--- src/u2e_pkg.sv ---
// shared types, constants and helpers for the utf-8 to unicode escape converter
`default_nettype none

package u2e_pkg;

  // code point width and queue depth
  localparam int unsigned CodeW      = 21;
  localparam int unsigned QueueDepth = 2;

  // byte classes
  localparam logic [7:0] AsciiSpace = 8'd32;
  localparam logic [7:0] AsciiTilde = 8'd126;
  localparam logic [7:0] CharBslash = 8'h5c;
  localparam logic [7:0] CharLowerU = 8'h75;

  // one unit of work for the back end: a plain character or an escape
  typedef struct packed {
    logic             is_char;
    logic [CodeW-1:0] value;
    logic             last;
  } job_t;

  // lowercase hex digit for one nibble
  function automatic logic [7:0] hex_char(input logic [3:0] nib);
    logic [7:0] c;
    if (nib < 4'd10) begin
      c = 8'h30 + {4'd0, nib};
    end else begin
      c = 8'h57 + {4'd0, nib};
    end
    return c;
  endfunction

endpackage

`default_nettype wire

--- src/utf8_to_unicode_escape.sv ---
// top level of the utf-8 to unicode escape converter
// the first character of a byte goes through the queue storage and then the output register
// throughput: one input byte per cycle while the queue has room; one output character per
//   cycle while taken; an escape holds its entry for all its six to eight characters
// the queue between front and back end is the only job buffering; input stalls when it fills
// reset: asynchronous, active low; clears sequence state, queue and output valid
`default_nettype none

module utf8_to_unicode_escape #(
  parameter int unsigned QueueDepth = u2e_pkg::QueueDepth
) (
  input  wire logic       clk_i,
  input  wire logic       rst_ni,
  input  wire logic       in_valid_i,
  output logic            in_ready_o,
  input  wire logic [7:0] byte_in_i,
  input  wire logic       text_last_i,
  output logic            out_valid_o,
  input  wire logic       out_ready_i,
  output logic [7:0]      char_out_o,
  output logic            run_end_o,
  output logic            text_end_o
);
  import u2e_pkg::*;

  job_t front_job, back_job;
  logic front_valid, queue_ready, back_valid, back_pop;

  // byte classification
  u2e_front u_front (
    .clk_i       (clk_i),
    .rst_ni      (rst_ni),
    .in_valid_i  (in_valid_i),
    .in_ready_o  (in_ready_o),
    .byte_in_i   (byte_in_i),
    .text_last_i (text_last_i),
    .job_valid_o (front_valid),
    .job_ready_i (queue_ready),
    .job_o       (front_job)
  );

  // job queue
  u2e_fifo #(
    .Depth (QueueDepth)
  ) u_fifo (
    .clk_i      (clk_i),
    .rst_ni     (rst_ni),
    .wr_valid_i (front_valid),
    .wr_ready_o (queue_ready),
    .wr_data_i  (front_job),
    .rd_valid_o (back_valid),
    .rd_pop_i   (back_pop),
    .rd_data_o  (back_job)
  );

  // character expansion
  u2e_back u_back (
    .clk_i       (clk_i),
    .rst_ni      (rst_ni),
    .job_valid_i (back_valid),
    .job_pop_o   (back_pop),
    .job_i       (back_job),
    .out_valid_o (out_valid_o),
    .out_ready_i (out_ready_i),
    .char_out_o  (char_out_o),
    .run_end_o   (run_end_o),
    .text_end_o  (text_end_o)
  );

endmodule

`default_nettype wire

--- src/u2e_fifo.sv ---
// small queue of jobs between the front and the back end
`default_nettype none

module u2e_fifo #(
  parameter int unsigned Depth = u2e_pkg::QueueDepth
) (
  input  wire logic          clk_i,
  input  wire logic          rst_ni,
  input  wire logic          wr_valid_i,
  output logic               wr_ready_o,
  input  wire u2e_pkg::job_t wr_data_i,
  output logic               rd_valid_o,
  input  wire logic          rd_pop_i,
  output u2e_pkg::job_t      rd_data_o
);
  import u2e_pkg::*;

  localparam int unsigned PtrW = (Depth > 1) ? $clog2(Depth) : 1;
  localparam int unsigned CntW = $clog2(Depth + 1);

  job_t            mem_q [Depth];
  logic [PtrW-1:0] wr_ptr_q, wr_ptr_d;
  logic [PtrW-1:0] rd_ptr_q, rd_ptr_d;
  logic [CntW-1:0] cnt_q, cnt_d;
  logic            push, pop;

  assign wr_ready_o = (cnt_q != CntW'(Depth));
  assign rd_valid_o = (cnt_q != '0);
  assign rd_data_o  = mem_q[rd_ptr_q];
  assign push       = wr_valid_i & wr_ready_o;
  assign pop        = rd_pop_i & rd_valid_o;

  // pointer and fill count update
  always_comb begin
    wr_ptr_d = wr_ptr_q;
    rd_ptr_d = rd_ptr_q;
    cnt_d    = cnt_q;
    if (push) begin
      wr_ptr_d = (wr_ptr_q == PtrW'(Depth - 1)) ? '0 : wr_ptr_q + 1'b1;
    end
    if (pop) begin
      rd_ptr_d = (rd_ptr_q == PtrW'(Depth - 1)) ? '0 : rd_ptr_q + 1'b1;
    end
    if (push && !pop) begin
      cnt_d = cnt_q + 1'b1;
    end else if (pop && !push) begin
      cnt_d = cnt_q - 1'b1;
    end
  end

  always_ff @(posedge clk_i or negedge rst_ni) begin
    if (!rst_ni) begin
      wr_ptr_q <= '0;
      rd_ptr_q <= '0;
      cnt_q    <= '0;
    end else begin
      wr_ptr_q <= wr_ptr_d;
      rd_ptr_q <= rd_ptr_d;
      cnt_q    <= cnt_d;
    end
  end

  // storage
  always_ff @(posedge clk_i) begin
    if (push) begin
      mem_q[wr_ptr_q] <= wr_data_i;
    end
  end

endmodule

`default_nettype wire

--- src/u2e_front.sv ---
// front end: accepts input bytes, tracks utf-8 sequences and issues jobs
`default_nettype none

module u2e_front (
  input  wire logic          clk_i,
  input  wire logic          rst_ni,
  input  wire logic          in_valid_i,
  output logic               in_ready_o,
  input  wire logic [7:0]    byte_in_i,
  input  wire logic          text_last_i,
  output logic               job_valid_o,
  input  wire logic          job_ready_i,
  output u2e_pkg::job_t      job_o
);
  import u2e_pkg::*;

  logic [1:0]       pend_q, pend_d, pend_dec;
  logic [CodeW-1:0] acc_q, acc_d, acc_cont;
  logic             emit, is_char, accept;
  logic [CodeW-1:0] value;

  assign in_ready_o = job_ready_i;
  assign accept     = in_valid_i & in_ready_o;

  // continuation bytes shift six bits in; malformed ones add nothing
  assign acc_cont = (byte_in_i[7:6] == 2'b10) ? {acc_q[CodeW-7:0], byte_in_i[5:0]} : acc_q;
  assign pend_dec = pend_q - 2'd1;

  // classify the word and update the sequence state
  always_comb begin
    pend_d  = pend_q;
    acc_d   = acc_q;
    emit    = 1'b0;
    is_char = 1'b0;
    value   = acc_q;
    if (pend_q != 2'd0) begin
      acc_d  = acc_cont;
      pend_d = pend_dec;
      if (pend_dec == 2'd0 || text_last_i) begin
        emit   = 1'b1;
        value  = acc_cont;
        pend_d = 2'd0;
        acc_d  = '0;
      end
    end else if (!byte_in_i[7]) begin
      emit  = 1'b1;
      value = CodeW'(byte_in_i);
      if (byte_in_i >= AsciiSpace && byte_in_i <= AsciiTilde) begin
        is_char = 1'b1;
      end
    end else if (byte_in_i[7:5] == 3'b110) begin
      acc_d  = CodeW'(byte_in_i[4:0]);
      pend_d = 2'd1;
    end else if (byte_in_i[7:4] == 4'b1110) begin
      acc_d  = CodeW'(byte_in_i[3:0]);
      pend_d = 2'd2;
    end else if (byte_in_i[7:3] == 5'b11110) begin
      acc_d  = CodeW'(byte_in_i[2:0]);
      pend_d = 2'd3;
    end else begin
      emit  = 1'b1;
      value = '0;
    end
    // lead byte at end of string flushes the partial point
    if (!emit && text_last_i) begin
      emit  = 1'b1;
      value = acc_d;
    end
    if (text_last_i) begin
      pend_d = 2'd0;
      acc_d  = '0;
    end
  end

  assign job_valid_o   = accept & emit;
  assign job_o.is_char = is_char;
  assign job_o.value   = value;
  assign job_o.last    = text_last_i;

  always_ff @(posedge clk_i or negedge rst_ni) begin
    if (!rst_ni) begin
      pend_q <= 2'd0;
      acc_q  <= '0;
    end else if (accept) begin
      pend_q <= pend_d;
      acc_q  <= acc_d;
    end
  end

endmodule

`default_nettype wire

--- src/u2e_back.sv ---
// back end: expands jobs into characters, one per cycle while a job waits and output is taken
`default_nettype none

module u2e_back (
  input  wire logic          clk_i,
  input  wire logic          rst_ni,
  input  wire logic          job_valid_i,
  output logic               job_pop_o,
  input  wire u2e_pkg::job_t job_i,
  output logic               out_valid_o,
  input  wire logic          out_ready_i,
  output logic [7:0]         char_out_o,
  output logic               run_end_o,
  output logic               text_end_o
);
  import u2e_pkg::*;

  logic [2:0]  idx_q, idx_d;
  logic        out_valid_q;
  logic [7:0]  char_q;
  logic        run_end_q, text_end_q;
  logic        load, run_end;
  logic [2:0]  ndig, total, pos;
  logic [23:0] padded;
  logic [3:0]  nib;
  logic [7:0]  ch;

  // digit count: four, five or six
  always_comb begin
    if (job_i.value[20]) begin
      ndig = 3'd6;
    end else if (job_i.value[19:16] != 4'd0) begin
      ndig = 3'd5;
    end else begin
      ndig = 3'd4;
    end
  end

  assign total   = job_i.is_char ? 3'd1 : ndig + 3'd2;
  assign run_end = (idx_q == total - 3'd1);
  assign pos     = ndig + 3'd1 - idx_q;
  assign padded  = {3'd0, job_i.value};
  assign nib     = 4'(padded >> {pos, 2'b00});

  // character selection
  always_comb begin
    if (job_i.is_char) begin
      ch = job_i.value[7:0];
    end else if (idx_q == 3'd0) begin
      ch = CharBslash;
    end else if (idx_q == 3'd1) begin
      ch = CharLowerU;
    end else begin
      ch = hex_char(nib);
    end
  end

  assign load      = job_valid_i & (~out_valid_q | out_ready_i);
  assign job_pop_o = load & run_end;
  assign idx_d     = run_end ? 3'd0 : idx_q + 3'd1;

  // output register and character index
  always_ff @(posedge clk_i or negedge rst_ni) begin
    if (!rst_ni) begin
      out_valid_q <= 1'b0;
      idx_q       <= 3'd0;
    end else begin
      if (load) begin
        out_valid_q <= 1'b1;
        idx_q       <= idx_d;
      end else if (out_ready_i) begin
        out_valid_q <= 1'b0;
      end
    end
  end

  always_ff @(posedge clk_i) begin
    if (load) begin
      char_q     <= ch;
      run_end_q  <= run_end;
      text_end_q <= run_end & job_i.last;
    end
  end

  assign out_valid_o = out_valid_q;
  assign char_out_o  = char_q;
  assign run_end_o   = run_end_q;
  assign text_end_o  = text_end_q;

endmodule

`default_nettype wire

--- config.mk ---
export PLATFORM = sky130hd
export DESIGN_NAME = utf8_to_unicode_escape
export DESIGN_NICKNAME = d
export VERILOG_FILES = /design/src/u2e_pkg.sv /design/src/utf8_to_unicode_escape.sv /design/src/u2e_fifo.sv /design/src/u2e_front.sv /design/src/u2e_back.sv
export SDC_FILE = /design/constraint.sdc
export NUM_CORES = 1
export LEC_CHECK = 0
export BUFFER_PORTS_ARGS = -buffer_cell sky130_fd_sc_hd__buf_2
export CAP_MARGIN = 10
export CORE_UTILIZATION = 42
export DETAILED_ROUTE_END_ITERATION = 10
export GPL_ROUTABILITY_DRIVEN = 0
export HOLD_SLACK_MARGIN = 0.15
export PLACE_DENSITY = 0.62
export SETUP_SLACK_MARGIN = 0.1
export SLEW_MARGIN = 20
export SYNTH_ARGS = -nofsm -noshare
export SYNTH_HDL_FRONTEND = slang
export SYNTH_SLANG_ARGS = --single-unit
--- constraint.sdc ---
create_clock -name clk_i -period 3.6 [get_ports clk_i]
set_clock_uncertainty 0.05 [all_clocks]
set_input_delay 0.36 -clock clk_i [delete_from_list [all_inputs] [get_ports clk_i]]
set_output_delay 0.36 -clock clk_i [all_outputs]
set_load 0.03 [all_outputs]
======== After elaboration in Yosys (flattened, before gate mapping) ========
Memory sizes are Yosys's and may differ from the RTL's.
Cells that the tools add are included.
storage, ports and cells
  bits in registers ....................... 41
  bits in writable memories ............... 46
  bits of input ports ..................... 13
  output and inout bits ................... 12
  logic and storage cells ................. 109
  memories kept ........................... 1
cells by class
  add/sub/neg operators ................... 12
  $lt $le $gt $ge ......................... 3
  equality and inequality tests ........... 7
  shift-type cells ........................ 1
  multiplexer cells ....................... 48
  bitwise gates (word level) .............. 9
  reduce and logical (&&, ||, !) cells .... 18
memories
  memory        depth  width  read ports  clocked after Yosys merged registers in  wr ports  line            text
  u_fifo.mem_q  2      23     1           0                                        1         u2e_fifo.sv:21  job_t mem_q [Depth];
operators with widths
  cell                 count
  $mux 21              15
  $mux 8               4
  $shr 21x5->4         1
  $mux 2               10
  $mux 1               17
  $add 7x4->8 const A  1
  $ge 8x6->1 const B   1
  $le 8x7->1 const B   1
  $reduce_bool 2->1    4
  $add 6x4->7 const A  1
  $and 1x1->1          7
  $add 3x1->3 const B  2
  $mux 3               2
  $eq 5x5->1 const B   1
  $reduce_bool 5->1    1
  $eq 4x4->1 const B   1
  $logic_and 1x1->1    4
  $lt 4x4->1 const B   1
  $reduce_bool 4->1    1
  $sub 2x1->2 const B  2
  $add 3x2->3 const B  1
  $eq 3x1->1 const B   1
  $eq 3x3->1           1
  $eq 3x3->1 const B   1
  other kinds (14)     17

======== Logic depth before layout (Yosys ltp) ========
  depth after elaboration ................. 15
  mapped depth ............................ 14
  depth with buffers taken out ............ 13

======== Cells and area by module ========
A second synthesis with hierarchy kept.
second synthesis, totals
  cell total of the unflattened synthesis .. 400
  area, all modules ....................... 4912.2 µm²
by module, submodules not included
  module     instances  cells an instance  area an instance (µm²)  seq. area each (µm²)
  u2e_fifo   1          90                 1959.4                  1481.4
  u2e_front  1          205                1818.0                  575.6
  u2e_back   1          105                1134.8                  400.4

======== Worst setup path before layout ========
Ideal clock, no wire load.
  path type ............................... reg-to-reg
  from .................................... register u_fifo.rd_ptr_q
  to ...................................... register u_back.char_q[0], in the netlist u_back.char_out_o[0] (data pin)
  setup time .............................. 277 ps
  data arrival time ....................... 2675 ps
  slack ................................... 598 ps
  stages on the path, launching flop included .. 12
  period minus slack after synthesis ...... 3002 ps
  cells stage by stage .................... dfrtp_1 -> buf_4 -> mux2_2 -> a221oi_1 -> ha_1 -> ha_1 -> or2_0 -> o21ai_0 -> o31ai_4 -> a21oi_2 -> xor2_1 -> o221ai_2
between the ends
  cells in the longest elaborated chain, start to end .. 12
  elaborated cells between the ends (all ways) .. 14
ends and longest elaborated chain
  item                                 line            text
  from (decl)                          u2e_fifo.sv:23  logic [PtrW-1:0] rd_ptr_q, rd_ptr_d;
  from (signal assigned)               u2e_fifo.sv:58  rd_ptr_q <= rd_ptr_d;
  $mem_v2 2x23 (*)                     --
  $reduce_bool 4->1                    u2e_back.sv:32  end else if (job_i.value[19:16] != 4'd0) begin
  $mux 1                               u2e_back.sv:32
  $mux 2                               u2e_back.sv:30  if (job_i.value[20]) begin
  $add 3x1->3                          u2e_back.sv:41  assign pos = ndig + 3'd1 - idx_q;
  $sub 3x3->3                          u2e_back.sv:41
  $shr 21x5->4                         u2e_back.sv:43  assign nib = 4'(padded >> {pos, 2'b00});
  $add 7x4->8 (tied with other cells)  u2e_pkg.sv:29   c = 8'h57 + {4'd0, nib};
  $mux 8                               u2e_pkg.sv:26   if (nib < 4'd10) begin
  $mux 8                               u2e_back.sv:51  end else if (idx_q == 3'd1) begin
  $mux 8                               u2e_back.sv:49  end else if (idx_q == 3'd0) begin
  $mux 8 (*)                           u2e_back.sv:47  if (job_i.is_char) begin
  via u_back.ch[0]                     u2e_back.sv:26  logic [7:0] ch;
  to (signal assigned)                 u2e_back.sv:79  char_q <= ch;
  to (decl)                            u2e_back.sv:20  logic [7:0] char_q;
Mark *: on every way through the listed nets, which the timed path passes. The rest lies on a longest branch.
A chain may end at the register's enable or synchronous reset.

======== Final worst setup path ========
  from .................................... register u_fifo.rd_ptr_q
  to ...................................... register u_back.char_q[4], in the netlist u_back.char_out_o[4] (data pin)
Same word-level chain as after synthesis.

==> results_dict.tcl <==
set metrics [dict create \
    r2r_end "u_back.char_out_o[4]" \
    finish_stage_setup_viols 0 \
    synthesis.area_um2 4640 \
    final_antenna_net_count 0 \
    outcome "completed" \
    finalSetupTns_ns 0 \
    yosys_warnings 0 \
    clk_pin_slew_worst_paths_ns 0.08 \
    cp-startpoint "u_fifo.rd_ptr_q" \
    post_route_cells_drive_above_1_share_pct 15.4 \
    cell_internal_pwr_mw 2.59 \
    synth_top_area_share_pct 36.3 \
    synthMostInstantiatedCell "sky130_fd_sc_hd__nor2_1" \
    place_area_um2 4910 \
    num_vias 3390 \
    slew_of_the_pin_with_the_lowest_slew_margin_ns 0.770 \
    placement_rows 38 \
    r2r-start "u_fifo.rd_ptr_q" \
    clkSinkCount 87 \
    ff2ff_setup_slack_ns 0.41 \
    unrepaired_setup_endpoints_after_global_routing "no" \
    route.detailed.vias_per_inst 5.57 \
    overflow_after_grt 0 \
    final_min_period_over_clock_period_pct 88.5 \
    worstSetupEndpoint "u_back.char_out_o[4]" \
    pin_count_of_the_biggest_net_entering_global_routing 32 \
    htree_num_levels 3 \
    fmax_mhz 314 \
    floorplan.die.width_um 107 \
    clock_power_share_pct 14.7 \
    timing.critical_path.required_ns 3.64 \
    cts.path.max_buffers 2 \
    relative_slew_margins_pct 48.7 \
    drt-pass1-iter-count 4 \
    max_cap_violations 0 \
    place.detailed.hpwl_mm 7.13 \
    async_flop_share_pct 35.6 \
    postSynthAreaPerCell_um2 10.5 \
    yosysUniqueCellTypes 54 \
    synth_top_cells_by_count "sky130_fd_sc_hd__nor2_1 (62), sky130_fd_sc_hd__edfxtp_1 (56), sky130_fd_sc_hd__nand2_1 (41)" \
    p_comb_share_pct 50.5 \
    worst-r2r-cell-count 10 \
    design.die.area_um2 11500 \
    post_synth_inst_count 440 \
    antenna_cells_inserted 0 \
    antenna_found_initial 0 \
    postCtsSetupRepairBufs 0 \
    vdd.ir_drop.worst_v 0.000475 \
    cellPowerDensity_nw_per_um2 871 \
    netSwitchingPower_mw 1.89 \
    fillCellCount 982 \
    netSwitchingFraction_pct 42.2 \
    leakagePower_nw 1.99 \
    cp.arrival_ns 3.23 \
    postLayoutCellArea_um2 5140 \
    crit_fanout 8 \
    path_class "reg -> reg" \
    final_max_slew_violation_count 0 \
    post_syn_nets 463 \
    share_of_total_power_in_sequential_cells_pct 34.8 \
    grt_pass1_wl_mm 16.5 \
    io_pins 25 \
    fin_nets 487 \
    worst_hold_startpoint "out_ready_i" \
    initial_core_util_pct 43.0 \
    crit_path_start_kind "flop" \
    final-hold-violation-count 0 \
    clock_insertion_delay_worst_skew_ns 0.35 \
    finalWorstPathRequiredPeriod_ns 3.19 \
    syn2layout_area_growth_pct 10.7 \
    yosysTopAreaCell "sky130_fd_sc_hd__edfxtp_1" \
    clock_tree_from_tritoncts "done" \
    synth-edff-count 56 \
    hold_path.class "in -> reg" \
    yosysSeqAreaShare_pct 53.0 \
    synthesis_stage_register_bit_count 87 \
    timing.critical_path.to_type "flop" \
    synth_top_cells_by_area "sky130_fd_sc_hd__edfxtp_1 (36%), sky130_fd_sc_hd__dfrtp_1 (17%), sky130_fd_sc_hd__mux2i_1 (7.1%), sky130_fd_sc_hd__nor2_1 (5.0%), sky130_fd_sc_hd__a21oi_1 (4.3%)" \
    first_global_vias 3212 \
    detail_route.iter0.violations 202 \
    totalWireLength_mm 9.96 \
    clock_tree.root_cell "sky130_fd_sc_hd__clkbuf_8" \
    core_region_area_um2 10800 \
    port_bufs 24 \
    route.detailed.drc 0 \
    cts-buffers-inserted 9 \
    synth_flop_cell "sky130_fd_sc_hd__edfxtp_1" \
    die_h_um 107 \
    post_drt_wl_per_cell_um 16.3 \
    global_route.usage.total_pct 18.9 \
]
-- final cells by class --
| cell class | instances | area (um^2) | area share (%) |
|---|---|---|---|
| clock buffers | 11 | 131 | 2.56 |
| flip-flops and latches | 87 | 2460 | 47.9 |
| well taps | 140 | 175 | 3.41 |
| multi-input cells | 318 | 2060 | 40.1 |
| repair buffers | 34 | 198 | 3.85 |
| clock inverters | 5 | 58.8 | 1.14 |
| inverters | 14 | 52.6 | 1.02 |
-- power by group through the flow --
stage	clock network, mW	registers [mW]	logic [mW]
after floorplan	0	1.66	1.64
after global placement	0	1.57	2.18
after detailed placement	0	1.58	2.22
after CTS	0.684	1.56	2.23
after global routing	0.720	1.59	2.51
final	0.657	1.56	2.26
-- worst min path at each step --
stage                               to  cells past startpoint
finish              u_back.out_valid_o                      3
global route        u_back.out_valid_o                      3
CTS                 u_back.out_valid_o                      3
detailed placement   u_front.pend_q[1]                      2
global placement     u_front.pend_q[1]                      2
floorplan              u_back.idx_q[0]                      0
-- routing by layer --
layer / vias to the layer above / wire (um) / share of wire, % / GRT usage (%)
li1: 1666 / - / - / -
met1: 1635 / 4640 / 47 / 24.8
met2: 76 / 4810 / 48 / 31.3
met3: 13 / 357 / 3.6 / 4.01
met4: 0 / 156 / 1.6 / 5.48
met5: - / 0 / 0 / 0
-- logic make-up (layout without fill, tap and decap cells) --
| kind of cell | after synthesis | count (layout) | synth area share [%] |
|---|---|---|---|
| and+or+nand+nor | 138 | 138 | 13.1 |
| buffers and inverters | 35 | 64 | 3.24 |
| DFF | 87 | 87 | 53.0 |
| xor gates and xnor gates | 7 | 7 | 1.65 |
| AOI/OAI and AO/OA | 123 | 123 | 16.8 |
| adders and majority gates | 10 | 10 | 2.70 |
| muxes | 40 | 40 | 9.55 |
-- placed cells by master (no fill, tap or decap), types with 3 or more instances in the layout --
| cell | netlist | layout |
|---|---|---|
| sky130_fd_sc_hd__buf_4 | 2 | 9 |
| sky130_fd_sc_hd__inv_1 | 14 | 14 |
| sky130_fd_sc_hd__a22oi_1 | 7 | 7 |
| sky130_fd_sc_hd__a221oi_1 | 6 | 5 |
| sky130_fd_sc_hd__o22ai_1 | 8 | 8 |
| sky130_fd_sc_hd__buf_2 | 3 | 24 |
| sky130_fd_sc_hd__mux2_2 | 4 | 4 |
| sky130_fd_sc_hd__mux4_2 | 3 | 3 |
| sky130_fd_sc_hd__xor2_1 | 3 | 3 |
| sky130_fd_sc_hd__a21oi_1 | 40 | 40 |
| sky130_fd_sc_hd__ha_1 | 10 | 9 |
| sky130_fd_sc_hd__edfxtp_1 | 56 | 56 |
| sky130_fd_sc_hd__dfrtp_1 | 31 | 30 |
| sky130_fd_sc_hd__o21ai_0 | 33 | 32 |
| sky130_fd_sc_hd__mux2i_1 | 33 | 33 |
| sky130_fd_sc_hd__nor2_1 | 62 | 60 |
| sky130_fd_sc_hd__a21o_1 | 6 | 6 |
| sky130_fd_sc_hd__xnor2_1 | 3 | 3 |
| sky130_fd_sc_hd__nor3_1 | 4 | 4 |
| sky130_fd_sc_hd__a31oi_1 | 4 | 4 |
| sky130_fd_sc_hd__nand2_1 | 41 | 41 |
| sky130_fd_sc_hd__nand2b_1 | 9 | 9 |
| sky130_fd_sc_hd__nand3_1 | 6 | 6 |
| sky130_fd_sc_hd__clkbuf_8 | 0 | 9 |
-- state kept, by name, indices dropped and copies added, names as in the netlist --
name                cells
u_back.char_out_o       8
u_front.pend_q          2
u_fifo.mem_q           46
u_fifo.wr_ptr_q         1
u_fifo.rd_ptr_q         1
u_back.idx_q            3
u_front.acc_q          21
u_back.out_valid_o      1
u_fifo.cnt_q            2
u_back.text_end_o       1
u_back.run_end_o        1
-- critical path, cell delays in order, from the launching register on --
cell                       delay (ns)
sky130_fd_sc_hd__dfrtp_2         0.46
sky130_fd_sc_hd__mux2_2          0.41
sky130_fd_sc_hd__a221oi_2        0.22
sky130_fd_sc_hd__ha_2            0.22
sky130_fd_sc_hd__ha_1            0.27
sky130_fd_sc_hd__or2_0           0.31
sky130_fd_sc_hd__o22ai_1         0.31
sky130_fd_sc_hd__o31ai_4         0.14
sky130_fd_sc_hd__ha_1            0.25
sky130_fd_sc_hd__o21ai_0         0.17
sky130_fd_sc_hd__a32oi_1         0.12
-- through the flow --
stage / util (%) / hold WS (ns) / total power [mW] / setup slack (ns) / cells
2_1_floorplan: - / 0.0144 / 3.29 / 0.598 / 440
3_3_place_gp: 45.5 / 0.411 / 3.75 / 0.308 / 592
3_5_place_dp: 45.5 / 0.424 / 3.80 / 0.140 / 592
4_1_cts: 47.4 / 0.215 / 4.47 / 0.132 / 609
5_1_grt: 47.6 / 0.242 / 4.82 / 0.191 / 609
6_report: 47.6 / 0.226 / 4.47 / 0.413 / 609
-- timing repair --
action / CTS / global route
endpoints found under the setup margin: 0 / 6
endpoints found under the hold margin: 31 / 0
gates resized for setup: 0 / 6
hold buffers: 1 / 0
Note: power is estimated with default switching activity, not from simulation.
